`src/sv/cbis_pkg.sv`:
```
// Shared types and constants of the centered bilinear image sampler.
package cbis_pkg;

  localparam int ExtW       = 9;
  localparam int ParamW     = 13;
  localparam int CfgIdxW    = 2;
  localparam int IdxW       = 9;
  localparam int FracW      = 8;
  localparam int PixW       = 16;
  localparam int OffW       = 18;
  localparam int ResW       = 32;
  localparam int WeightW    = 17;
  localparam int QueueDepth = 2;

  localparam int MaxRowsDef = 256;
  localparam int MaxColsDef = 256;

  localparam logic [CfgIdxW-1:0] RegRows = 2'd0;
  localparam logic [CfgIdxW-1:0] RegCols = 2'd1;

  localparam logic ActLoad   = 1'b0;
  localparam logic ActSample = 1'b1;

  typedef struct packed {
    logic                   is_sample;
    logic                   in_area;
    logic                   wr_en;
    logic [IdxW-1:0]        row;
    logic [IdxW-1:0]        col;
    logic [FracW-1:0]       t;
    logic [FracW-1:0]       u;
    logic signed [PixW-1:0] value;
  } item_t;

endpackage

```
`src/sv/cbis_queue.sv`:
```
// Short queue between the front end and the sampling back end.
module cbis_queue (
  input  logic            clk_i,
  input  logic            rst_ni,
  input  logic            push_i,
  input  cbis_pkg::item_t item_i,
  output logic            full_o,
  output logic            valid_o,
  output cbis_pkg::item_t item_o
);

  localparam int PtrW = (cbis_pkg::QueueDepth > 1) ? $clog2(cbis_pkg::QueueDepth) : 1;
  localparam int CntW = $clog2(cbis_pkg::QueueDepth + 1);
  localparam logic [PtrW-1:0] LastPtr = PtrW'(cbis_pkg::QueueDepth - 1);

  cbis_pkg::item_t      slot_q [cbis_pkg::QueueDepth];
  logic [PtrW-1:0]      wr_ptr_q, wr_ptr_d, rd_ptr_q, rd_ptr_d;
  logic [CntW-1:0]      cnt_q, cnt_d;
  logic                 push, pop;

  assign full_o  = (cnt_q == CntW'(cbis_pkg::QueueDepth));
  assign valid_o = (cnt_q != '0);
  assign item_o  = slot_q[rd_ptr_q];
  assign push    = push_i & ~full_o;
  assign pop     = valid_o;

  always_comb begin
    wr_ptr_d = wr_ptr_q;
    rd_ptr_d = rd_ptr_q;
    cnt_d    = cnt_q;
    if (push) begin
      wr_ptr_d = (wr_ptr_q == LastPtr) ? '0 : wr_ptr_q + PtrW'(1);
    end
    if (pop) begin
      rd_ptr_d = (rd_ptr_q == LastPtr) ? '0 : rd_ptr_q + PtrW'(1);
    end
    case ({push, pop})
      2'b10:   cnt_d = cnt_q + CntW'(1);
      2'b01:   cnt_d = cnt_q - CntW'(1);
      default: cnt_d = cnt_q;
    endcase
  end

  always_ff @(posedge clk_i or negedge rst_ni) begin
    if (!rst_ni) begin
      wr_ptr_q <= '0;
      rd_ptr_q <= '0;
      cnt_q    <= '0;
    end else begin
      wr_ptr_q <= wr_ptr_d;
      rd_ptr_q <= rd_ptr_d;
      cnt_q    <= cnt_d;
    end
  end

  always_ff @(posedge clk_i) begin
    if (push) begin
      slot_q[wr_ptr_q] <= item_i;
    end
  end

endmodule

```
`config.mk`:
```
export PLATFORM = sky130hd
export DESIGN_NAME = cbis_queue
export DESIGN_NICKNAME = d
export VERILOG_FILES = /design/src/sv/cbis_pkg.sv /design/src/sv/cbis_queue.sv
export SDC_FILE = /design/constraint.sdc
export NUM_CORES = 1
export LEC_CHECK = 0
export ABC_AREA = 1
export BUFFER_PORTS_ARGS = -buffer_cell sky130_fd_sc_hd__buf_2
export CAP_MARGIN = 20
export CORE_MARGIN = 8
export CORE_UTILIZATION = 24
export DETAILED_ROUTE_END_ITERATION = 12
export SYNTH_ARGS = -nofsm -noshare
export SYNTH_HDL_FRONTEND = slang
export SYNTH_SLANG_ARGS = --single-unit
export TNS_END_PERCENT = 30
```
`constraint.sdc`:
```
create_clock -name clk_i -period 4.3 [get_ports clk_i]
set_input_delay 0.215 -clock clk_i [delete_from_list [all_inputs] [get_ports clk_i]]
set_output_delay 0.215 -clock clk_i [all_outputs]
set_load 0.05 [all_outputs]
```
Yosys cells after proc, flatten, opt, wreduce, memory -nomap -nowiden. Memory sizes are Yosys's and may differ from the RTL's. Index checks and enable logic that the tools add are counted.

Register bits after elaboration: 4. Latch bits: 0. Bits in writable memories: 106. ROM bits: 0. Input port bits: 56. Output and inout port bits: 55. Memories: 1.

$add $sub $neg: 4. Multiply operators: 0. Divide/modulo/power cells: 0. Order comparisons: 0. Equal/unequal tests: 3. Shifts and indexed selects: 0. Multiplexer cells: 5. Bitwise operators: 2. Reductions and logical operators: 2.

Memory list: slot_q (depth 2, width 53, read ports 1, clocked after Yosys merged registers in 0, write ports 1, RTL line cbis_queue.sv:16) `cbis_pkg::item_t slot_q [cbis_pkg::QueueDepth];`.

Operator list (number): $eq 2x2->1 const B (2); $mux 1 (4); $pmux 2 s2 (1); $reduce_bool 2->1 (2); $add 1x1->1 const B (2); $add 2x1->2 const B (1); $eq 2x1->1 const B (1); $sub 2x1->2 const B (1); $and 1x1->1 (1); $not 1->1 (1).

Depth between registers and ports, before layout. Gate-level depths: netlist (run 1).

Word-level depth: 5. Gate-level depth with buffers: 5.

Worst setup path after synthesis (run 1). No wires, ideal clock.

Path type: register to register. From: reg cnt_q[1]. To: mem slot_q[1][0] (netlist bit) (enable). Arrival: 2.762 ns. Required time: 3.836 ns. Slack: 1.074 ns. Stages on the path, launching flop included: 4. Path buffers: 0. Clock period less this slack: 3.226 ns. Path through: dfrtp_1 -> nand2_1 -> nand2_1 -> nor2_1.

Word-level cells in the longest chain between the ends: 5.

Ends and longest elaborated chain: start: declaration (RTL line cbis_queue.sv:18) `logic [CntW-1:0] cnt_q, cnt_d;`; start signal: assignment (RTL line cbis_queue.sv:52) `cnt_q <= cnt_d;`; $eq 2x2->1 (RTL line cbis_queue.sv:21) `assign full_o = (cnt_q == CntW'(cbis_pkg::QueueDepth));`; $not 1->1 (RTL line cbis_queue.sv:24) `assign push = push_i & ~full_o;`; $and 1x1->1 (RTL line cbis_queue.sv:24); $mux 1 (RTL line cbis_queue.sv:57) `if (push) begin`; $mux 1 (not written as such) (RTL line cbis_queue.sv:58) `slot_q[wr_ptr_q] <= item_i;`; end: declaration (RTL line cbis_queue.sv:16).

No other way between the ends.

==> results of run 1 <==
cells by family after synthesis:
logic type,count (synthesis)
simple gates,168
flops,110
buf+inv,18
xor+xnor,1
area by class of cell:
type / count / area, um2
tap: 220 / 275.3
clock inverter: 7 / 96.34
inverter: 7 / 31.28
antenna: 1 / 2.502
clock buffer: 9 / 225.2
sequential: 110 / 3284
timing repair buffer: 114 / 595.6
multi-input combinational: 169 / 650.6
fill: 1713 / 11420
per-stage QoR:
step / utilization / setup slack (ns) / instances / hold WS (ns)
after detailed placement: 0.2911 / 2.171 / 619 / 0.03070
after global placement: 0.2899 / 2.197 / 618 / 0.02893
after global routing: 0.3112 / 1.951 / 637 / 0.02863
final: 0.3112 / 2.146 / 637 / 0.04601
after CTS: 0.3111 / 2.067 / 636 / 0.02185
after floorplan: - / 1.074 / 297 / -0.08059
report_power, final:
group / switching, uW / leakage, uW / internal, uW
sequential: 59.8 / 0.00104 / 1270
clock: 372 / 0.000150 / 511
combinational: 1190 / 0.00101 / 274
total: 1620 / 0.00220 / 2050
per-layer routing:
| metal | wire, um | GRT usage |
|---|---|---|
| met1 | 3646 | 0.09325 |
| met2 | 4224 | 0.1395 |
| met3 | 727 | 0.03956 |
| met4 | 196 | 0.04637 |
| met5 | 13 | 0 |
state kept, by name, indices dropped and copies added (netlist names):
signal and flops:
wr_ptr_q 1, cnt_q 2, slot_q 106, rd_ptr_q 1
final timing paths:
check	depth (start not counted)	end	slack, ns	from
max in group asynchronous	2	rd_ptr_q$_DFFE_PN0P_	3.97	rst_ni
worst min-delay path	1	slot_q[1][40]$_DFFE_PP_	0.05	item_i[40]
worst min register to register	2	wr_ptr_q$_DFFE_PN0P_	0.50	wr_ptr_q$_DFFE_PN0P_
worst max-delay path	4	item_o[13]	2.15	rd_ptr_q$_DFFE_PN0P_
worst max register to register	4	slot_q[1][26]$_DFFE_PP_	2.26	cnt_q[1]$_DFFE_PN0P_
min in group asynchronous	2	rd_ptr_q$_DFFE_PN0P_	0.20	rst_ni
cell usage in the layout (no fill, tap or decap), drive strengths merged:
cell	n
nand2	164
buf	113
edfxtp	106
clkbuf	9
inv	8
dfrtp	4
clkinvlp	2
bufinv	2
nor2	2
clkinv	2
diode	1
nand3	1
or2	1
xor2	1
dlygate4sd3	1
==> reports/metrics.cfg, run 1 <==
[worst_setup_path]
crit_slowest_cell=dfrtp_2
crit_path_start_kind=flip-flop
path_class=reg2out
cp_num_buf_inv=2
cp-end-kind=output port
worstPathRequired_ns=4.09
path_max_fanout=29
path_cells=buf_4, nand2_1, nand2_1, buf_2
path_common_cell=nand2_1
slowest_delay_ns=0.70
arrival_ns=1.94
cpLargestDelayFamily=flip-flops

[placed_design]
place_area_um2=4827
gp_congestion=0.6754
portBuffers=110
dp_hpwl_mm=6.247

[cts]
cts-root-buf=clkbuf_16
path_clk_slew_ns=0.07
cts_setup_buffers=0
postCtsResizedCells=0
cts-hold-fix-buffers=1
cts-buffers-inserted=9
clockBufferDepth=2
htree_levels=3
cts_tree=yes
clock_latency_ns=0.35
numClockSinks=110

[power_and_ir_drop]
fin_total_pwr_uw=3672
p_leak_uw=0.002199
peakVddDrop_uv=218.2
p_per_area_nw_per_um2=711.4

[route]
finalWirelength_mm=8.808
drt-initial-drc-count=101
avgRoutedWirePerCell_um=13.83
vias=2508
drt_pass1_iterations=4
drtAntennaViolNets=0
vias_per_cell=3.937
route.detailed.drc=0

[sta]
finClkSkew_ns=0.005553
tns_ns=0
finalHoldViolCount=0
fmax_ghz=0.4643
layout_worst_path_cycle_share=0.5009
tightest_slew_ns=0.7836
slew_headroom=0.4763
drv_slew=0
finalSetupViolCount=0
period_needed_ns=2.154
rsz0062_at_grt=false

[synth]
ys.flop_type=edfxtp_1
synth_edf_count=106
syn_avg_cell_area_um2=13.68
synth_area_leaders=edfxtp_1, nand2_1, dfrtp_1
yosys.area_share.adder=0
synth_top_family_by_area=simple AND/OR/NAND/NOR gates
synth.most_common_cell=nand2_1
synth_fp_nets=353
synth_top_cells_by_count=nand2_1, edfxtp_1, buf_6, inv_1, buf_4
syn_area_um2=4063
ys_seq_area_frac=0.8081
syn-instance-count=297
synth-warning-count=0
synth_largest_area_cell=edfxtp_1
synthSimpleGateAreaFrac=0.1561
synth_xor_area_frac=0.002156
ys_async_sr_fraction=0.03636
yosys_register_bits=110
synth_top_area_frac=0.7835
synth-compound-area-share=0
synth_cell_types=11
muxShareOfSynthArea=0

[status]
outcome=complete, no violations

[floorplan]
die-area_um2=21350
die_w_um=146.1
die_y_um=146.1
rows=47
ios=111
start_util=0.2450
coreArea_um2=16580

[grt]
grt_max_degree=55
antenna_found_initial=2
grt_pass1_wl_mm=14.23
first_global_vias=2668
gr-usage-all-layers=0.08631
gr-total-overflow=0

[cells_and_area]
final_area_um2=5161
layout-drive-gt1-share=0.3173
final_nets=467
area_growth_pct=27.04

[flow_run]
maxCapViolations=0

[hold_path]
hold_path.class=in2reg

(Power assumes the default switching activity.)
==> run 2: changes to the inputs <==
==> constraint.sdc (replaced) <==
create_clock -name clk_i -period 2.2 [get_ports clk_i]
set_input_delay 0.11 -clock clk_i [delete_from_list [all_inputs] [get_ports clk_i]]
set_output_delay 0.11 -clock clk_i [all_outputs]
set_load 0.05 [all_outputs]
==> run 2 against run 1 <==
Combinational power up 110%. Total power is 93% higher. Clock skew up 0.0023 ns. Worst hold slack gained 0.066 ns. Clock power is 76% higher. Critical endpoint is now item_o[11]. Sequential share of layout area down 5.7 points. Sequential power rose by 90%.
==> reports/metrics.cfg, run 2 (same netlist as run 1, synthesis figures left out) <==
[placed_design]
gp_congestion=0.6715  ; was 0.6754
dp_hpwl_mm=5.819  ; was 6.247 mm
dpl.cell_count=619  ; unchanged
portBuffers=110  ; unchanged

[worst_setup_path]
path_class=reg2out  ; unchanged
reg2regPathDepth=5  ; was 4
cp-end-kind=output port  ; unchanged
arrival_ns=1.73  ; was 1.94 ns
reg2reg_to=slot_q[1][48]$_DFFE_PP_  ; was slot_q[1][26]$_DFFE_PP_
path_common_cell=nand2_1  ; unchanged
worst-r2r-setup-slack_ns=0.78  ; was 2.26 ns
path_max_fanout=53  ; was 29
rr_startpoint=cnt_q[0]$_DFFE_PN0P_  ; was cnt_q[1]$_DFFE_PN0P_
cp_num_buf_inv=2  ; unchanged
cpLargestDelayFamily=buffers and inverters  ; was flip-flops
path_cells=buf_4, nand2_1, nand2_1, buf_2  ; unchanged
slowest_delay_ns=0.49  ; was 0.70 ns
worstPathRequired_ns=2.09  ; was 4.09 ns
crit_slowest_cell=buf_4  ; was dfrtp_2
crit_path_start_kind=flip-flop  ; unchanged

[route]
drtAntennaViolNets=0  ; unchanged
avgRoutedWirePerCell_um=13.51  ; was 13.83 um
vias_per_cell=3.872  ; was 3.937
vias=2668  ; was 2508
drt-initial-drc-count=103  ; was 101
finalWirelength_mm=9.305  ; was 8.808 mm
drt_pass1_iterations=4  ; unchanged
route.detailed.drc=0  ; unchanged

[flow_run]
maxCapViolations=0  ; unchanged

[floorplan]
coreArea_um2=16580  ; unchanged
die_y_um=146.1  ; unchanged
die_w_um=146.1  ; unchanged
ios=111  ; unchanged
rows=47  ; unchanged
start_util=0.2450  ; unchanged
die-area_um2=21350  ; unchanged

[cts]
htree_levels=3  ; unchanged
cts-root-buf=clkbuf_16  ; unchanged
cts-buffers-inserted=9  ; unchanged
postCtsResizedCells=0  ; unchanged
clockBufferDepth=2  ; unchanged
numClockSinks=110  ; unchanged
clock_latency_ns=0.34  ; was 0.35 ns
cts_tree=yes  ; unchanged
path_clk_slew_ns=0.07  ; about the same

[cells_and_area]
utilization=0.3419  ; was 0.3112
antenna_cells=0  ; was 1
regMostFlops=slot_q  ; unchanged
area_growth_pct=39.58  ; was 27.04%
largest_reg_flops=106  ; unchanged
final_nets=521  ; was 467
mostFrequentLayoutCell=nand2_1  ; unchanged
layout_common_cells=nand2_1, buf_2, edfxtp_1  ; unchanged
layout-drive-gt1-share=0.2772  ; was 0.3173
fin_cells=689  ; was 637
top_regs=slot_q: 106 flops, cnt_q: 2 flops  ; unchanged

[power_and_ir_drop]
fin_total_pwr_uw=7090  ; was 3672 uW
clockPowerShare=0.218  ; was 0.241
switching_share=0.4418  ; was 0.4405
seqPwrFrac=0.357  ; was 0.362
peakVddDrop_uv=625.4  ; was 218.2 uV
power_switching_uw=3133  ; was 1617 uW
cellInternalPower_uw=3957  ; was 2055 uW
p_per_area_nw_per_um2=1250  ; was 711.4 nW/um2
combPwrFrac=0.425  ; was 0.397
p_leak_uw=0.002414  ; was 0.002199 uW

[grt]
grt_max_degree=55  ; unchanged
antenna_found_initial=0  ; was 2
first_global_vias=2925  ; was 2668
gr-usage-all-layers=0.08749  ; was 0.08631
gr-total-overflow=0  ; unchanged
grt_pass1_wl_mm=14.80  ; was 14.23 mm

[sta]
finalHoldViolCount=0  ; unchanged
tightest_slew_ns=0.5770  ; was 0.7836 ns
finClkSkew_ns=0.007898  ; was 0.005553 ns
finalSetupViolCount=0  ; unchanged
rsz0062_at_grt=false  ; unchanged
layout_worst_path_cycle_share=0.8365
tns_ns=0  ; unchanged
slew_headroom=0.6153  ; was 0.4763
drv_slew=0  ; unchanged
period_needed_ns=1.840
fmax_ghz=0.5434

[status]
outcome=complete, no violations  ; unchanged

[hold_path]
hold_path.class=in2async  ; was in2reg

-- run 2: cell count changes in the layout (fill, tap and decap cells not counted), sizes merged --
cell / before / now
bufinv: 2 / 1
clkbuf: 9 / 10
clkinv: 2 / 3
clkinvlp: 2 / 1
diode: 1 / 0
dlygate4sd3: 1 / 55
inv: 8 / 7
-- run 2: power by group through the flow --
stage / Clock [uW] / Sequential, uW / Combinational (uW)
floorplan: 0 / 2560 / 2390
global placement: 0 / 2570 / 2960
detailed placement: 0 / 2580 / 2980
CTS: 1610 / 2530 / 3060
global route: 1690 / 2540 / 3220
finish: 1550 / 2530 / 3010
-- run 2: worst max path at each step --
stage | slack, ns | to | depth (start not counted) | from
finish | 0.36 | item_o[11] | 4 | rd_ptr_q$_DFFE_PN0P_
floorplan | 0.19 | slot_q[0][0]$_DFFE_PP_ | 3 | wr_ptr_q$_DFFE_PN0P_
global route | 0.20 | item_o[39] | 4 | rd_ptr_q$_DFFE_PN0P_
global placement | 0.72 | item_o[35] | 4 | rd_ptr_q$_DFFE_PN0P_
CTS | 0.30 | item_o[11] | 4 | rd_ptr_q$_DFFE_PN0P_
detailed placement | 0.68 | item_o[11] | 4 | rd_ptr_q$_DFFE_PN0P_
-- run 2: through the flow --
stage               hold slack [ns]  area [um2]  setup WS (ns)
floorplan                   -0.1856        4070         0.1853
global placement           -0.08269        4840         0.7232
detailed placement         -0.07747        4840         0.6782
CTS                         0.08977        5670         0.3005
global route                 0.1016        5670         0.2048
finish                       0.1117        5670         0.3597
-- run 2: worst register-to-register path: cells and delay by family, from the launching register on --
| kind | cells | cell delay, ns |
|---|---|---|
| buf+inv | 2 | 0.35 |
| flops | 1 | 0.38 |
| simple gates | 3 | 0.33 |
-- run 2: area by class of cell --
cell class | count | area, um2
inverter | 7 | 31.28
timing repair buffer | 168 | 1149
multi-input combinational | 169 | 650.6
fill | 1662 | 10910
clock inverter | 5 | 51.30
sequential | 110 | 3284
clock buffer | 10 | 229.0
tap | 220 | 275.3
-- run 2: layer usage --
metal | vias to the layer above | share of wire | global-route usage
li1 | 1322 | - | -
met1 | 1268 | 0.42 | 0.09530
met2 | 72 | 0.51 | 0.1514
met3 | 6 | 0.065 | 0.03708
met4 | 0 | 0.010 | 0.02782
met5 | - | 0 | 0
-- run 2: timing repair --
item,in CTS,in global routing
buffers inserted,0,0
endpoints found under the hold margin,111,0
hold buffers,55,0
