[src/sv/cbis_pkg.sv]
// Shared types and constants of the centered bilinear image sampler.
package cbis_pkg;

  localparam int ExtW       = 9;
  localparam int ParamW     = 13;
  localparam int CfgIdxW    = 2;
  localparam int IdxW       = 9;
  localparam int FracW      = 8;
  localparam int PixW       = 16;
  localparam int OffW       = 18;
  localparam int ResW       = 32;
  localparam int WeightW    = 17;
  localparam int QueueDepth = 2;

  localparam int MaxRowsDef = 256;
  localparam int MaxColsDef = 256;

  localparam logic [CfgIdxW-1:0] RegRows = 2'd0;
  localparam logic [CfgIdxW-1:0] RegCols = 2'd1;

  localparam logic ActLoad   = 1'b0;
  localparam logic ActSample = 1'b1;

  typedef struct packed {
    logic                   is_sample;
    logic                   in_area;
    logic                   wr_en;
    logic [IdxW-1:0]        row;
    logic [IdxW-1:0]        col;
    logic [FracW-1:0]       t;
    logic [FracW-1:0]       u;
    logic signed [PixW-1:0] value;
  } item_t;

endpackage

[src/sv/cbis_front.sv]
// Front end: command accept, extent registers, position classification.
module cbis_front #(
  parameter int MAX_ROWS = cbis_pkg::MaxRowsDef,
  parameter int MAX_COLS = cbis_pkg::MaxColsDef
) (
  input  logic                               clk_i,
  input  logic                               rst_ni,
  input  logic                               start,
  output logic                               busy,
  input  logic                               action_i,
  input  logic [7:0]                         load_row_i,
  input  logic [7:0]                         load_col_i,
  input  logic signed [cbis_pkg::PixW-1:0]   load_value_i,
  input  logic signed [cbis_pkg::OffW-1:0]   x_offset_i,
  input  logic signed [cbis_pkg::OffW-1:0]   y_offset_i,
  input  logic                               cfg_valid_i,
  output logic                               cfg_ready_o,
  input  logic [cbis_pkg::CfgIdxW-1:0]       cfg_index_i,
  input  logic [cbis_pkg::ExtW-1:0]          cfg_data_i,
  output logic                               push_o,
  output cbis_pkg::item_t                    item_o,
  input  logic                               queue_full_i
);

  localparam logic [cbis_pkg::ParamW-1:0] MaxRowsW = cbis_pkg::ParamW'(MAX_ROWS);
  localparam logic [cbis_pkg::ParamW-1:0] MaxColsW = cbis_pkg::ParamW'(MAX_COLS);
  localparam int RowsRst = (MAX_ROWS < 256) ? MAX_ROWS : 256;
  localparam int ColsRst = (MAX_COLS < 256) ? MAX_COLS : 256;

  logic [cbis_pkg::ExtW-1:0] rows_q, rows_d, cols_q, cols_d;
  logic                      vld_q, vld_d;
  cbis_pkg::item_t           item_q, item_d;
  logic                      accept;

  logic [cbis_pkg::ExtW-1:0] rows_m1, cols_m1;
  logic [16:0]               xspan, yspan;
  logic [18:0]               xa, ya;
  logic                      in_x, in_y, in_area;
  logic                      load_ok;
  logic [cbis_pkg::ExtW-1:0] cfg_clamped;
  logic [cbis_pkg::ParamW-1:0] cfg_wide;

  assign busy        = vld_q & queue_full_i;
  assign accept      = start & ~busy;
  assign cfg_ready_o = 1'b1;
  assign push_o      = vld_q;
  assign item_o      = item_q;

  always_comb begin
    cfg_wide    = cbis_pkg::ParamW'(cfg_data_i);
    cfg_clamped = cfg_data_i;
    if (cfg_data_i < cbis_pkg::ExtW'(2)) begin
      cfg_clamped = cbis_pkg::ExtW'(2);
    end
    rows_d = rows_q;
    cols_d = cols_q;
    if (cfg_valid_i && cfg_ready_o) begin
      case (cfg_index_i)
        cbis_pkg::RegRows: begin
          rows_d = (cfg_wide > MaxRowsW) ? cbis_pkg::ExtW'(MAX_ROWS) : cfg_clamped;
        end
        cbis_pkg::RegCols: begin
          cols_d = (cfg_wide > MaxColsW) ? cbis_pkg::ExtW'(MAX_COLS) : cfg_clamped;
        end
        default: begin
        end
      endcase
    end
  end

  always_comb begin
    rows_m1 = rows_q - cbis_pkg::ExtW'(1);
    cols_m1 = cols_q - cbis_pkg::ExtW'(1);
    xspan   = {rows_m1, 8'b0};
    yspan   = {cols_m1, 8'b0};
    xa      = {x_offset_i[cbis_pkg::OffW-1], x_offset_i} + {3'b000, rows_m1, 7'b0};
    ya      = {y_offset_i[cbis_pkg::OffW-1], y_offset_i} + {3'b000, cols_m1, 7'b0};
    in_x    = ~xa[18] && (xa[17:0] < {1'b0, xspan});
    in_y    = ~ya[18] && (ya[17:0] < {1'b0, yspan});
    in_area = in_x & in_y;
    load_ok = (cbis_pkg::ParamW'(load_row_i) < MaxRowsW) &&
              (cbis_pkg::ParamW'(load_col_i) < MaxColsW);

    item_d = item_q;
    vld_d  = vld_q & queue_full_i;
    if (accept) begin
      vld_d            = 1'b1;
      item_d.is_sample = (action_i == cbis_pkg::ActSample);
      item_d.value     = load_value_i;
      if (action_i == cbis_pkg::ActLoad) begin
        item_d.in_area = 1'b0;
        item_d.wr_en   = load_ok;
        item_d.row     = cbis_pkg::IdxW'(load_row_i);
        item_d.col     = cbis_pkg::IdxW'(load_col_i);
        item_d.t       = '0;
        item_d.u       = '0;
      end else begin
        item_d.in_area = in_area;
        item_d.wr_en   = 1'b0;
        item_d.row     = in_area ? xa[16:8] : '0;
        item_d.col     = in_area ? ya[16:8] : '0;
        item_d.t       = xa[7:0];
        item_d.u       = ya[7:0];
      end
    end
  end

  always_ff @(posedge clk_i or negedge rst_ni) begin
    if (!rst_ni) begin
      rows_q <= cbis_pkg::ExtW'(RowsRst);
      cols_q <= cbis_pkg::ExtW'(ColsRst);
      vld_q  <= 1'b0;
    end else begin
      rows_q <= rows_d;
      cols_q <= cols_d;
      vld_q  <= vld_d;
    end
  end

  always_ff @(posedge clk_i) begin
    item_q <= item_d;
  end

endmodule

[config.mk]
export PLATFORM = sky130hd
export DESIGN_NAME = cbis_front
export DESIGN_NICKNAME = d
export VERILOG_FILES = /design/src/sv/cbis_pkg.sv /design/src/sv/cbis_front.sv
export SDC_FILE = /design/constraint.sdc
export NUM_CORES = 1
export LEC_CHECK = 0
export ABC_CLOCK_PERIOD_IN_PS = 10700
export BUFFER_PORTS_ARGS = -buffer_cell sky130_fd_sc_hd__buf_2
export CORE_ASPECT_RATIO = 0.6
export CORE_UTILIZATION = 35
export DETAILED_ROUTE_END_ITERATION = 10
export PLACE_DENSITY = 0.67
export RECOVER_POWER = 25
export SLEW_MARGIN = 10
export SYNTH_ARGS = -nofsm -noshare
export SYNTH_HDL_FRONTEND = slang
export SYNTH_SLANG_ARGS = --single-unit
[constraint.sdc]
create_clock -name clk_i -period 10.7 [get_ports clk_i]
set_input_delay 0.535 -clock clk_i [delete_from_list [all_inputs] [get_ports clk_i]]
set_output_delay 0.535 -clock clk_i [all_outputs]
set_load 0.05 [all_outputs]
# After elaboration in Yosys (flattened, before gate mapping)
# Cells that the tools add are included.
# W data, S select, Z words.
[totals]
ff_bits = 72
inputBits = 85
output_inout_bits = 56
word_cells = 40
[classes]
n_addsub = 4
magnitude_cmp = 4
eq_ne = 1
muxes = 6
bitwise = 6
n_reduce_logical = 6
[ops]
columns = ["operator", "n"]
rows = [
  ["$add A18 B17 Y19", 2],
  ["$lt A18 B17 Y1", 2],
  ["$mux W9", 4],
  ["$mux W35", 1],
  ["$sub A9 B1 Y9 const B", 2],
  ["$gt A9 B9 Y1 const B", 1],
  ["$lt A9 B2 Y1 const B", 1],
  ["$reduce_and A2 Y1", 3],
  ["$and A1 B1 Y1", 3],
  ["$not A1 Y1", 3],
  ["$eq A2 B1 Y1 const B", 1],
  ["$logic_and A1 B1 Y1", 2],
  ["$logic_not A2 Y1", 1],
  ["$mux W1", 1],
]

# Logic depth before layout (Yosys ltp)
# Gate-level depths: netlist (run 1).
[logic_depth]
word_depth = 7
ltp_mapped = 18
depth_no_buf = 18

# Worst setup path after synthesis (run 1)
# Ideal clock, no wire load.
[synth_path]
path_kind = "register -> register"
from = "register rows_q[0] (netlist name)"
to = "register item_q, in the netlist item_o[32] (data pin)"
setup_time_ns = 0.148
t_arrival_ns = 3.841
t_required_ns = 10.552
setup_slack_ns = 6.712
path_stages_with_launch = 19
n_path_buf = 0
period_less_slack_ns = 3.988
cell_sequence = "dfrtp_1 -> inv_1 -> ha_1 -> nor3b_1 -> xor2_1 -> ha_1 -> nand3_1 -> nor2_1 -> o31ai_1 -> mux2i_1 -> nor2_1 -> inv_1 -> ha_1 -> and4_1 -> a2111oi_2 -> o21ai_1 -> a221oi_4 -> o221ai_4 -> o2bb2ai_1"
[synth_between]
elab_chain_len = 7
elab_cells_between_ends = 8
cone_classes = "add/sub (2); order compare (1); mux (2); bitwise (2); reduce/logical (1)"
[synth_lines]
columns = ["item", "line_no", "text"]
rows = [
  ["from (decl)", "cbis_front.sv:30", "logic [cbis_pkg::ExtW-1:0] rows_q, rows_d, cols_q, cols_d;"],
  ["from (signal assigned)", "cbis_front.sv:110", "rows_q <= cbis_pkg::ExtW'(RowsRst);"],
  ["from (signal assigned)", "cbis_front.sv:114", "rows_q <= rows_d;"],
  ["$sub A9 B1 Y9 (*)", "cbis_front.sv:72", "rows_m1 = rows_q - cbis_pkg::ExtW'(1);"],
  ["$add A18 B17 Y19", "cbis_front.sv:76", "xa = {x_offset_i[cbis_pkg::OffW-1], x_offset_i} + {3'b000, rows_m1, 7'b0};"],
  ["$lt A18 B17 Y1 / $not A1 Y1 (equally long branches)", "cbis_front.sv:78", "in_x = ~xa[18] && (xa[17:0] < {1'b0, xspan});"],
  ["$logic_and A1 B1 Y1 (*)", "cbis_front.sv:78", ""],
  ["$and A1 B1 Y1 (*)", "cbis_front.sv:80", "in_area = in_x & in_y;"],
  ["$mux W9 (*)", "cbis_front.sv:101", "item_d.col = in_area ? ya[16:8] : '0;"],
  ["$mux W35 (*)", "cbis_front.sv:90", "if (action_i == cbis_pkg::ActLoad) begin"],
  ["to (signal assigned)", "cbis_front.sv:121", "item_q <= item_d;"],
  ["to (decl)", "cbis_front.sv:32", "cbis_pkg::item_t item_q, item_d;"],
]
# Mark *: on every way between the ends. The rest lies on a longest branch, timed or not.
# A chain may end at the register's enable or synchronous reset.

# Worst setup path after layout (run 1)
[layout_path]
from = "register rows_q[2] (netlist name)"
to = "register item_q, in the netlist item_o[37] (data pin)"
# Same word-level chain as after synthesis.

==> summary.md, run 1 <==
| Metric | Value |
|---|---|
| Clk pin slew, worst setup/hold paths | 0.06 ns |
| Critical path capture point type | register |
| Synth cell count leaders | edfxtp_1 (53), ha_1 (37), inv_1 (36), nand2_1 (29), o21ai_0 (26) |
| Initial antenna violation count | 0 |
| Final setup fails | 0 |
| Reg2reg start | rows_q[2]$_DFFE_PN0P_ |
| Fin Setup TNS | 0 ns |
| Top-area cell type share of the netlist area | 37.0% |
| Power Density | 226 nW/µm² |
| Multi-input gate area | 2070 µm² |
| Hold Path Class | in -> reg |
| Post-CTS setup buffer count | 0 |
| GRT Util Overall | 17.7% |
| Distinct cell type count of the synthesized netlist | 51 |
| Post-DRT Antenna Nets | 0 |
| Worst Max-Slew Pin Slew | 1.08 ns |
| Reg2Reg Setup Slack | 5.91 ns |
| Placed insts | 685 |
| Area grow syn2layout | 27.8% |
| Via-to-Cell Ratio | 4.95 |
| Status | completed |
| Register area share after synthesis | 48.1% |
| CORE AREA | 11600 µm² |
| Critical path's top delay family | compound AO/OA/AOI/OAI gates |
| Rows | 30 |
| Layout cells sized above 1 | 30.9% |
| Worst path cell trace | nor3_1 > nand2b_1 > nor4_1 > xor2_1 > ha_1 > inv_1 > nor3_1 > a31oi_1 > o21ai_0 > nor2_1 > inv_1 > ha_1 > and4_1 > a2111oi_2 > o21ai_1 > a221oi_4 > o221ai_4 > o2bb2ai_1 |
| Buf+Inv Stages, Crit Path | 2 |
| Final WL | 11.0 mm |
| Final hold viol count | 0 |
| Reg2reg path depth | 18 |
| Die area | 12800 µm² |
| Largest cells by area after synthesis | edfxtp_1 (37%), ha_1 (11%), dfrtp_1 (9.9%) |
| Top-count cell post-synth | edfxtp_1 |
| Synth warn | 0 |
| Syn nets | 516 |
| H-tree Lvls | 3 |
| Antenna diode count | 0 |
| 1st-iter DRT viols | 193 |
| Primary FF master, synth | edfxtp_1 |
| WP data required | 10.87 ns |
| Final Total Pwr | 0.00124 W |
| Average wire per standard cell | 15.7 µm |
| Maximum buffer depth of the clock tree | 2 |
| Global-route wire length before repair | 17.3 mm |
| Rel. slew slack | 27.9% |
| Mapped Area | ~4300 µm² |
| Ys async rst share | 26.4% |
| Reg2reg end | item_o[37]$_DFFE_PP_ |
| CTS Sinks | 72 |
| Worst-skew pair later-pin latency | around 0.33 ns |
| Clock Tree Root | clkbuf_16 |
| Crit path time final | 4.79 ns |
| RSZ-0062 raised after global routing | no |
| Worst vdd ir | ~0.097 mV |
| Die width | between 100 and 150 µm |
| Yosys reg bits | 72 |
| Avg Cell Area, Syn | 11.0 µm² |
| Placer Congestion | 0.877 |
| Worst path depth | 18 |
| Port bufs | around 140 |
| Post-synth EDFFs | 53 |
| WP data arrival | 4.96 ns |
| Nets | 660 |
| Sequential Area | 2070 µm² |
| CP Class | reg -> reg |
| Final Slew Violations | 0 |
| Post-Layout Cell Count | 701 |
| WHS | 0.379 ns |
| Crit. Startpoint | rows_q[2]$_DFFE_PN0P_ |
| Slowest CP cell | a221oi_4 |
| Yosys top cell by area | edfxtp_1 |
| Final period util | between 40 and 50% |
| Fillcell total | 1111 |
| Mapped Cells | 392 |
| Worst path max stage delay | roughly 0.54 ns |
| CTS Hold Buffers Added | 0 |
| CTS Buf Count | 9 |
| Worst Setup EP | item_o[37]$_DFFE_PP_ |
| Post-layout util | a little under half |
| CTS tree | yes |
| Skew final | 0.00566 ns |
| Max cap viols | 0 |
| Via count | roughly 3500 |
| Largest net degree at the start of global routing | 54 |
| Ports | 141 |
| Starting density of the core | between 30% and 40% |
| Detailed placement HPWL | around 8.9 mm |
| Grt ovf | 0 |
| DRC viols | 0 |
| CP Launch Type | register |
| Die H | 87.9 µm |
| Worst-path maximum fanout | 10 |
| 1st-pass router iterations | 5 |
| Max Freq | ~210 MHz |
| Resized cells post-CTS | 0 |
| Static leakage | 2.51 nW |
| Vias in the first global route | 3373 |
-- per-layer routing --
metal | vias to the layer above | global-route usage (%) | routed length, µm
li1 | 1710 | - | -
met5 | - | 0 | 0
met3 | 9 | 5.21 | 650
met4 | 0 | 2.87 | 70
met2 | 108 | 26.4 | 4680
met1 | 1642 | 25.8 | 5580
-- how the worst min path moves through the flow --
stage               cells after the start                    end             from  slack (ns)
CTS                                     1  cols_q[1]$_DFFE_PN0P_           rst_ni        0.15
global route                            1    item_o[2]$_DFFE_PP_  load_value_i[2]        0.36
floorplan                               0  cols_q[0]$_DFFE_PN0P_           rst_ni        0.24
finish                                  1    item_o[2]$_DFFE_PP_  load_value_i[2]        0.38
detailed placement                      1       push_o$_DFF_PN0_           rst_ni        0.51
global placement                        1       push_o$_DFF_PN0_           rst_ni        0.50
-- placed cells by master (no fill, tap or decap), drive strengths merged, types with 3 or more instances in the layout --
cell / netlist / layout
clkinv: 0 / 4
xor2: 14 / 14
clkbuf: 6 / 11
buf: 1 / 138
or2: 3 / 3
nand2: 29 / 29
o21a: 6 / 6
nor2: 12 / 12
nor3: 8 / 8
o31ai: 4 / 4
a21oi: 12 / 12
nor4: 3 / 3
o2bb2ai: 16 / 16
xnor2: 13 / 13
dfrtp: 17 / 17
inv: 37 / 38
and2: 17 / 17
nand3: 7 / 7
nor2b: 5 / 5
a21o: 10 / 10
nand3b: 4 / 4
ha: 37 / 37
o21ai: 27 / 27
edfxtp: 53 / 53
a31oi: 3 / 3
nand2b: 12 / 12
a211oi: 4 / 4
-- metrics by stage --
stage               instance area (µm²)  setup slack, ns
floorplan                          4300             6.71
global placement                   5180             6.19
detailed placement                 5180             6.00
CTS                                5510             5.96
global route                       5500             5.51
finish                             5500             5.91
-- where the power goes --
| part | leakage, nW | switching [W] | internal (W) |
|---|---|---|---|
| combinational | 1.60 | 0.000358 | 0.000221 |
| clock | 0.157 | 0.000116 | 0.000204 |
| sequential | 0.757 | 0.0000151 | 0.000331 |
-- registers in the layout, summed over array words and instances (netlist names) --
| name | count |
|---|---|
| cols_q | 9 |
| item_o | 53 |
| push_o | 1 |
| rows_q | 9 |
-- worst reg2reg max path, delay by kind of cell (launching register included) --
family                     cells  cell delay, ns
AOI/OAI and AO/OA              7            1.80
and+or+nand+nor                6            1.17
adders and majority gates      2            0.67
DFF                            1            0.45
xor gates and xnor gates       1            0.33
buffers and inverters          2            0.21
-- cells by family (layout without fill, tap and decap cells) --
group,Yosys count,in the layout,share of synthesized area (%)
AND/OR/NAND/NOR,110,110,13.6
multiplexers,4,4,0.988
other,1,1,0.0871
AO/OA/AOI/OAI,95,95,16.1
buffers and inverters,44,193,3.92
XOR/XNOR,27,27,5.49
flip-flops,72,72,48.1
adder cells (fa/ha/maj),39,39,11.7
-- final cells by class --
class                   instances  share of cell area (%)
repair buffers                140                    12.7
clock buffers                   9                    4.09
flip-flops and latches         72                    37.6
well taps                     160                    3.64
inverters                      37                    2.52
clock inverters                 7                    1.73
multi-input cells             276                    37.7
(Power assumes the default switching activity.)
==> run 2, diff against run 1 <==
--- a/config.mk
+++ b/config.mk
@@ -5,7 +5,7 @@
 export SDC_FILE = /design/constraint.sdc
 export NUM_CORES = 1
 export LEC_CHECK = 0
-export ABC_CLOCK_PERIOD_IN_PS = 10700
+export ABC_CLOCK_PERIOD_IN_PS = 5000
 export BUFFER_PORTS_ARGS = -buffer_cell sky130_fd_sc_hd__buf_2
 export CORE_ASPECT_RATIO = 0.6
 export CORE_UTILIZATION = 35
==> constraint.sdc (replaced) <==
create_clock -name clk_i -period 5 [get_ports clk_i]
set_input_delay 0.25 -clock clk_i [delete_from_list [all_inputs] [get_ports clk_i]]
set_output_delay 0.25 -clock clk_i [all_outputs]
set_load 0.05 [all_outputs]
==> run 2 against run 1 <==
Against the previous run: clock-buffer cell count unchanged; setup slack lost 5.4 ns; cell area shrank 0.30%; first-iteration DRC count up 60%; combinational power increased by 110%; register-to-register slack got worse by 5.4 ns; maximum frequency is 6.7% higher; routed wire length shrank 1.5%; global-route usage shrank 0.11 points; power up 110%.
==> summary.md, run 2 (synthesized netlist as in run 1, its figures left out) <==
| Metric | Value |
|---|---|
| Status | completed |
| CORE AREA | 11600 µm² (unchanged) |
| Power Density | 472 nW/µm² (+110%) |
| Antenna diode count | 0 (unchanged) |
| Starting density of the core | 37.0% (unchanged) |
| 1st-iter DRT viols | 309 (+60%) |
| Sequential Area | 2070 µm² (unchanged) |
| 1st-pass router iterations | 6 (+1) |
| Placer Congestion | 0.872 (-0.60%) |
| Max reg flops | 53 (unchanged) |
| Leading cell types in the layout, fill and taps excluded | buf_2 (137), edfxtp_1 (53), inv_1 (37), ha_1 (37), nand2_1 (29) |
| Worst vdd ir | 0.155 mV (+61%) |
| CTS tree | yes |
| Via-to-Cell Ratio | 4.96 (+0.26%) |
| RSZ-0062 raised after global routing | no |
| Die H | 87.9 µm (unchanged) |
| Vias in the first global route | 3390 (+0.50%) |
| Final hold viol count | 0 (unchanged) |
| Final setup fails | 0 (unchanged) |
| CP Launch Type | register |
| Port bufs | 139 (unchanged) |
| Nets | 662 (+0.30%) |
| Layout cells sized above 1 | 30.6% (-0.24 points) |
| Die width | 145 µm (unchanged) |
| Crit path time final | 4.49 ns (-0.300 ns) |
| Skew final | 0.00507 ns (-0.000586 ns) |
| WP data required | 5.17 ns (-5.70 ns) |
| Worst Max-Slew Pin Slew | 1.09 ns (+0.00960 ns) |
| Fillcell total | 1102 (-0.81%) |
| Fin Setup TNS | 0 ns (unchanged) |
| Detailed placement HPWL | 8.67 mm (-2.2%) |
| Final WL | 10.8 mm (-1.5%) |
| Worst-skew pair later-pin latency | 0.33 ns (about the same) |
| Max Freq | 223 MHz (+6.7%) |
| CTS Buf Count | 9 (unchanged) |
| Critical path capture point type | register |
| Clock Tree Root | clkbuf_16 |
| Area grow syn2layout | 27.5% |
| Grt ovf | 0 (unchanged) |
| Ports | 141 (unchanged) |
| Hold Path Class | in -> reg |
| Largest net degree at the start of global routing | 54 (unchanged) |
| Via count | 3483 (+0.40%) |
| DRC viols | 0 (unchanged) |
| CTS Sinks | 72 (unchanged) |
| Clk pin slew, worst setup/hold paths | 0.06 ns (about the same) |
| Maximum buffer depth of the clock tree | 2 (unchanged) |
| Post-CTS setup buffer count | 0 (unchanged) |
| Max cap viols | 0 (unchanged) |
| Worst-path maximum fanout | 10 (unchanged) |
| Global-route wire length before repair | 17.2 mm (-0.48%) |
| Commonest non-fill, non-tap cell in the layout | buf_2 |
| H-tree Lvls | 3 (unchanged) |
| GRT Util Overall | 17.6% (-0.11 points) |
| Initial antenna violation count | 0 (unchanged) |
| CP Class | reg -> reg |
| Average wire per standard cell | 15.4 µm (-1.6%) |
| Rows | 30 (unchanged) |
| WP data arrival | 4.66 ns (-0.30 ns) |
| Final period util | 89.7% (+45 points) |
| Final Slew Violations | 0 (unchanged) |
| Multi-input gate area | 2070 µm² (unchanged) |
| Post-DRT Antenna Nets | 0 (unchanged) |
| Die area | 12800 µm² (unchanged) |
| Place WS | 0.567 ns (-5.44 ns) |
| Final WS setup | 0.514 ns (-5.40 ns) |
| Rel. slew slack | 27.2% (-0.64 points) |
| Static leakage | 2.49 nW (-0.72%) |
## run 2: metal layers
metal | part of all wire [%] | track usage (%)
met1 | 50 | 24.9
met5 | 0 | 0
met3 | 5.8 | 4.32
met2 | 43 | 27.2
met4 | 0.76 | 4.50
## run 2: final timing paths
path / slack, ns / endpoint / cells after the start / from
setup reg to reg: 0.51 / item_o[41]$_DFFE_PP_ / 18 / rows_q[3]$_DFFE_PN0P_
max in group asynchronous: 3.70 / cols_q[0]$_DFFE_PN0P_ / 2 / rst_ni
setup / recovery: 0.51 / item_o[41]$_DFFE_PP_ / 18 / rows_q[3]$_DFFE_PN0P_
hold reg to reg: 0.55 / cols_q[7]$_DFFE_PN0P_ / 2 / cols_q[7]$_DFFE_PN0P_
min in group asynchronous: 0.65 / rows_q[5]$_DFFE_PN0P_ / 2 / rst_ni
hold / removal: 0.1 / item_o[8]$_DFFE_PP_ / 1 / load_value_i[8]
## run 2: cell type report
class,instances,area share [%]
clock buffer,9,4.10
tap,160,3.65
multi-input combinational,276,37.8
timing repair buffer,142,13.1
inverter,37,2.53
clock inverter,6,1.12
sequential,72,37.7
## run 2: worst max-delay path: stages (launching register included)
cell and delay, ns:
dfrtp_1 0.42, nor3_1 0.34, nand2b_1 0.12, nor4_1 0.25, xor2_1 0.33, ha_1 0.35
inv_1 0.16, nor3_1 0.07, a31oi_1 0.13, o21ai_0 0.12, nor2_1 0.18, inv_1 0.07
ha_1 0.32, and4_1 0.21, a2111oi_2 0.32, o21ai_1 0.16, a221oi_4 0.30, o221ai_4 0.25
o2bb2ai_1 0.22
## run 2: timing repair
item                      in CTS  in global routing
hold buffers                   1                  0
gates resized for setup        0                  0
hold endpoints to repair      17                  0
## run 2: through the flow
stage / util (%) / instances / total power, W / instance area (µm²) / hold WS, ns
2_1_floorplan: - / 392 / 0.00167 / 4300 / -0.0456
3_3_place_gp: 44.6 / 686 / 0.00195 / 5190 / 0.216
3_5_place_dp: 44.6 / 686 / 0.00197 / 5190 / 0.225
4_1_cts: 47.2 / 702 / 0.00260 / 5490 / 0.0815
5_1_grt: 47.2 / 702 / 0.00278 / 5490 / 0.0847
6_report: 47.2 / 702 / 0.00259 / 5490 / 0.0952
## run 2: report_power, final
part	total [W]	switching (W)	leakage [nW]	internal, W
Sequential	0.000741	0.0000328	0.757	0.000708
Combinational	0.00123	0.000756	1.61	0.000477
Clock	0.000618	0.000238	0.131	0.000380
==> run 3, diff against run 2 <==
--- a/config.mk
+++ b/config.mk
@@ -5,13 +5,13 @@
 export SDC_FILE = /design/constraint.sdc
 export NUM_CORES = 1
 export LEC_CHECK = 0
-export ABC_CLOCK_PERIOD_IN_PS = 5000
+export ABC_CLOCK_PERIOD_IN_PS = 4200
 export BUFFER_PORTS_ARGS = -buffer_cell sky130_fd_sc_hd__buf_2
 export CORE_ASPECT_RATIO = 0.6
 export CORE_UTILIZATION = 35
 export DETAILED_ROUTE_END_ITERATION = 10
 export PLACE_DENSITY = 0.67
-export RECOVER_POWER = 25
+export RECOVER_POWER = 100
 export SLEW_MARGIN = 10
 export SYNTH_ARGS = -nofsm -noshare
 export SYNTH_HDL_FRONTEND = slang
==> constraint.sdc (replaced) <==
create_clock -name clk_i -period 4.2 [get_ports clk_i]
set_input_delay 0.21 -clock clk_i [delete_from_list [all_inputs] [get_ports clk_i]]
set_output_delay 0.21 -clock clk_i [all_outputs]
set_load 0.05 [all_outputs]
==> run 3 against run 2 <==
Against the previous run: routed wire length is 13% higher; power grew 38%; register-to-register slack got worse by 0.45 ns; non-clock buffer count increased by 40; core utilization up 4.4 points; cell count up 6.0%; maximum frequency grew 8.6%; highest routed layer unchanged; via count up 6.7%; hold slack got worse by 0.052 ns; sequential share of layout area shrank 3.2 points; first-iteration DRC count decreased by 18%; the flow now finishes with violations (max-capacitance violations, max-slew violations).
==> summary.md, run 3 (synthesized netlist as in run 1, its figures left out) <==
| Metric | Value |
|---|---|
| H-tree Lvls | 3 (unchanged) |
| Final setup fails | 0 (unchanged) |
| Crit path time final | 4.13 ns (-0.354 ns) |
| WP data arrival | 4.32 ns (-0.34 ns) |
| Die area | 12800 µm² (unchanged) |
| Worst path cell trace | buf_4 > nor3_1 > xor2_1 > buf_4 > ha_1 > a21oi_1 > nor2b_1 > o31ai_2 > mux2i_1 > nor2_1 > inv_1 > ha_4 > buf_4 > a2111oi_2 > o21ai_1 > a221oi_4 > buf_6 > o221ai_4 > o2bb2ai_1 |
| Global-route wire length before repair | 18.4 mm (+7.1%) |
| DRC viols | 0 (unchanged) |
| Placed insts | 697 (+1.6%) |
| Critical path's top delay family | compound AO/OA/AOI/OAI gates |
| Initial antenna violation count | 0 (unchanged) |
| Area grow syn2layout | 39.4% |
| Rows | 30 (unchanged) |
| Grt ovf | 0 (unchanged) |
| Commonest non-fill, non-tap cell in the layout | buf_2 |
| Hold Path Class | in -> reg |
| Top cell by count, worst path | buf_4 |
| Placed cell area | 5280 µm² (+1.6%) |
| Worst vdd ir | 0.312 mV (+100%) |
| CTS Buf Count | 9 (unchanged) |
| Final WL | 12.2 mm (+13%) |
| Port bufs | 139 (unchanged) |
| Largest net degree at the start of global routing | 54 (unchanged) |
| Rel. slew slack | -95.5% (-120 points) |
| Slowest CP cell | dfrtp_1 |
| Via count | 3717 (+6.7%) |
| Average wire per standard cell | 16.5 µm (+6.9%) |
| CTS tree | yes |
| Placer Congestion | 0.896 (+2.8%) |
| CP Launch Type | register |
| CORE AREA | 11600 µm² (unchanged) |
| Power Density | 596 nW/µm² (+26%) |
| Violated checks | max-capacitance violations, max-slew violations |
| Die width | 145 µm (unchanged) |
| Final Slew Violations | 54 (+54) |
| 1st-pass router iterations | 5 (-1) |
| Status | finished with violations |
| Worst path max stage delay | 0.39 ns (-0.03 ns) |
| Final hold viol count | 0 (unchanged) |
| Skew final | 0.00521 ns (+0.000135 ns) |
| Clk pin slew, worst setup/hold paths | 0.07 ns (about the same) |
| Worst Max-Slew Pin Slew | 2.93 ns (+1.84 ns) |
| Max Freq | 242 MHz (+8.6%) |
| Final Total Pwr | 0.00358 W (+38%) |
| Fin Setup TNS | 0 ns (unchanged) |
| Leading cell types in the layout, fill and taps excluded | buf_2 (81), clkbuf_1 (59), edfxtp_1 (53) |
| Maximum buffer depth of the clock tree | 2 (unchanged) |
| Nets | 703 (+6.2%) |
| Hold_sp | load_value_i[2] |
| 1st-iter DRT viols | 252 (-18%) |
| WHS | 0.0430 ns (-0.0522 ns) |
| Starting density of the core | 37.0% (unchanged) |
| Post-Layout Cell Count | 744 (+6.0%) |
| Buf+Inv Stages, Crit Path | 5 (+3) |
| Die H | 87.9 µm (unchanged) |
| Max cap viols | 1 (+1) |
| Ports | 141 (unchanged) |
| CTS Sinks | 72 (unchanged) |
| Worst-skew pair later-pin latency | 0.34 ns (about the same) |
| Layout cells sized above 1 | 32.4% (+1.7 points) |
| Critical path capture point type | register |
| WP data required | 4.39 ns (-0.78 ns) |
| GRT Util Overall | 18.8% (+1.2 points) |
| Worst-path maximum fanout | 5 (-5) |
| Clock Tree Root | clkbuf_16 |
| CP Class | reg -> reg |
| Post-DRT Antenna Nets | 0 (unchanged) |
| Reg2reg start | rows_q[1]$_DFFE_PN0P_ |
| Design area | 6000 µm² (+9.4%) |
| Max reg flops | 53 (unchanged) |
| Static leakage | 2.60 nW (+4.1%) |
| Via-to-Cell Ratio | 5.00 (+0.69%) |
| Antenna diode count | 0 (unchanged) |
| Crit. Startpoint | rows_q[1]$_DFFE_PN0P_ |
| Vias in the first global route | 3573 (+5.4%) |
| Final period util | 98.4% (+8.7 points) |
| Detailed placement HPWL | 8.94 mm (+3.2%) |
==> run 3: cell types whose count changed in the layout (fill, tap and decap cells not counted), sizes merged <==
cell      delta
clkinv       -1
bufinv       -1
o221ai       +1
inv          +4
clkinvlp     -1
buf         -18
clkbuf      +58
==> run 3: final timing paths <==
kind / to / slack, ns / cells after the start
max in group asynchronous: rows_q[2]$_DFFE_PN0P_ / 2.88 / 2
min in group asynchronous: rows_q[3]$_DFFE_PN0P_ / 0.60 / 2
worst max-delay path: item_o[48]$_DFFE_PP_ / 0.07 / 19
worst min-delay path: item_o[2]$_DFFE_PP_ / 0.04 / 1
worst max register to register: item_o[48]$_DFFE_PP_ / 0.07 / 19
worst min register to register: cols_q[7]$_DFFE_PN0P_ / 0.54 / 2
==> run 3: worst register-to-register path, cell delays in order (launching register included) <==
cell,delay (ns)
dfrtp_1,0.39
buf_4,0.15
nor3_1,0.29
xor2_1,0.19
buf_4,0.16
ha_1,0.29
a21oi_1,0.18
nor2b_1,0.10
o31ai_2,0.21
mux2i_1,0.11
nor2_1,0.18
inv_1,0.10
ha_4,0.22
buf_4,0.14
a2111oi_2,0.29
o21ai_1,0.18
a221oi_4,0.29
buf_6,0.17
o221ai_4,0.15
o2bb2ai_1,0.19
==> run 3: metal layers <==
| metal | vias up | wire length (µm) | track usage (%) | part of all wire (%) |
|---|---|---|---|---|
| met2 | 128 | 5420 | 29.3 | 44 |
| li1 | 1807 | - | - | - |
| met4 | 0 | 135 | 4.78 | 1.1 |
| met5 | - | 0 | 0 | 0 |
| met3 | 13 | 737 | 4.48 | 6.0 |
| met1 | 1769 | 5950 | 26.5 | 49 |
==> run 3: timing repair <==
action | in CTS | in global routing
endpoints found under the hold margin | 17 | 0
hold buffers | 1 | 0
pin swaps | 9 | 16
gates cloned | 1 | 1
setup buffers | 18 | 12
gates resized for setup | 12 | 38
setup endpoints to repair | 18 | 19
==> run 3: final cells by class <==
type                            instances  area [µm²]
Clock buffer                            9         225
Clock inverter                          7        63.8
Fill cell                            1084        5640
Inverter                               37         141
Multi-Input combinational cell        277        2320
Sequential cell                        72        2070
Tap cell                              160         200
Timing Repair Buffer                  182         973
==> run 3: stage by stage <==
stage	utilization [%]	worst slack, ns
finish	51.6	0.0684
global route	51.6	-0.128
CTS	49.8	0.0332
detailed placement	45.3	-0.0749
global placement	45.3	0.107
floorplan	-	0.212
==> run 3: report_power, final <==
group,internal (W),switching [W]
registers,0.000845,0.0000419
clock network,0.000413,0.000331
logic,0.000866,0.00108
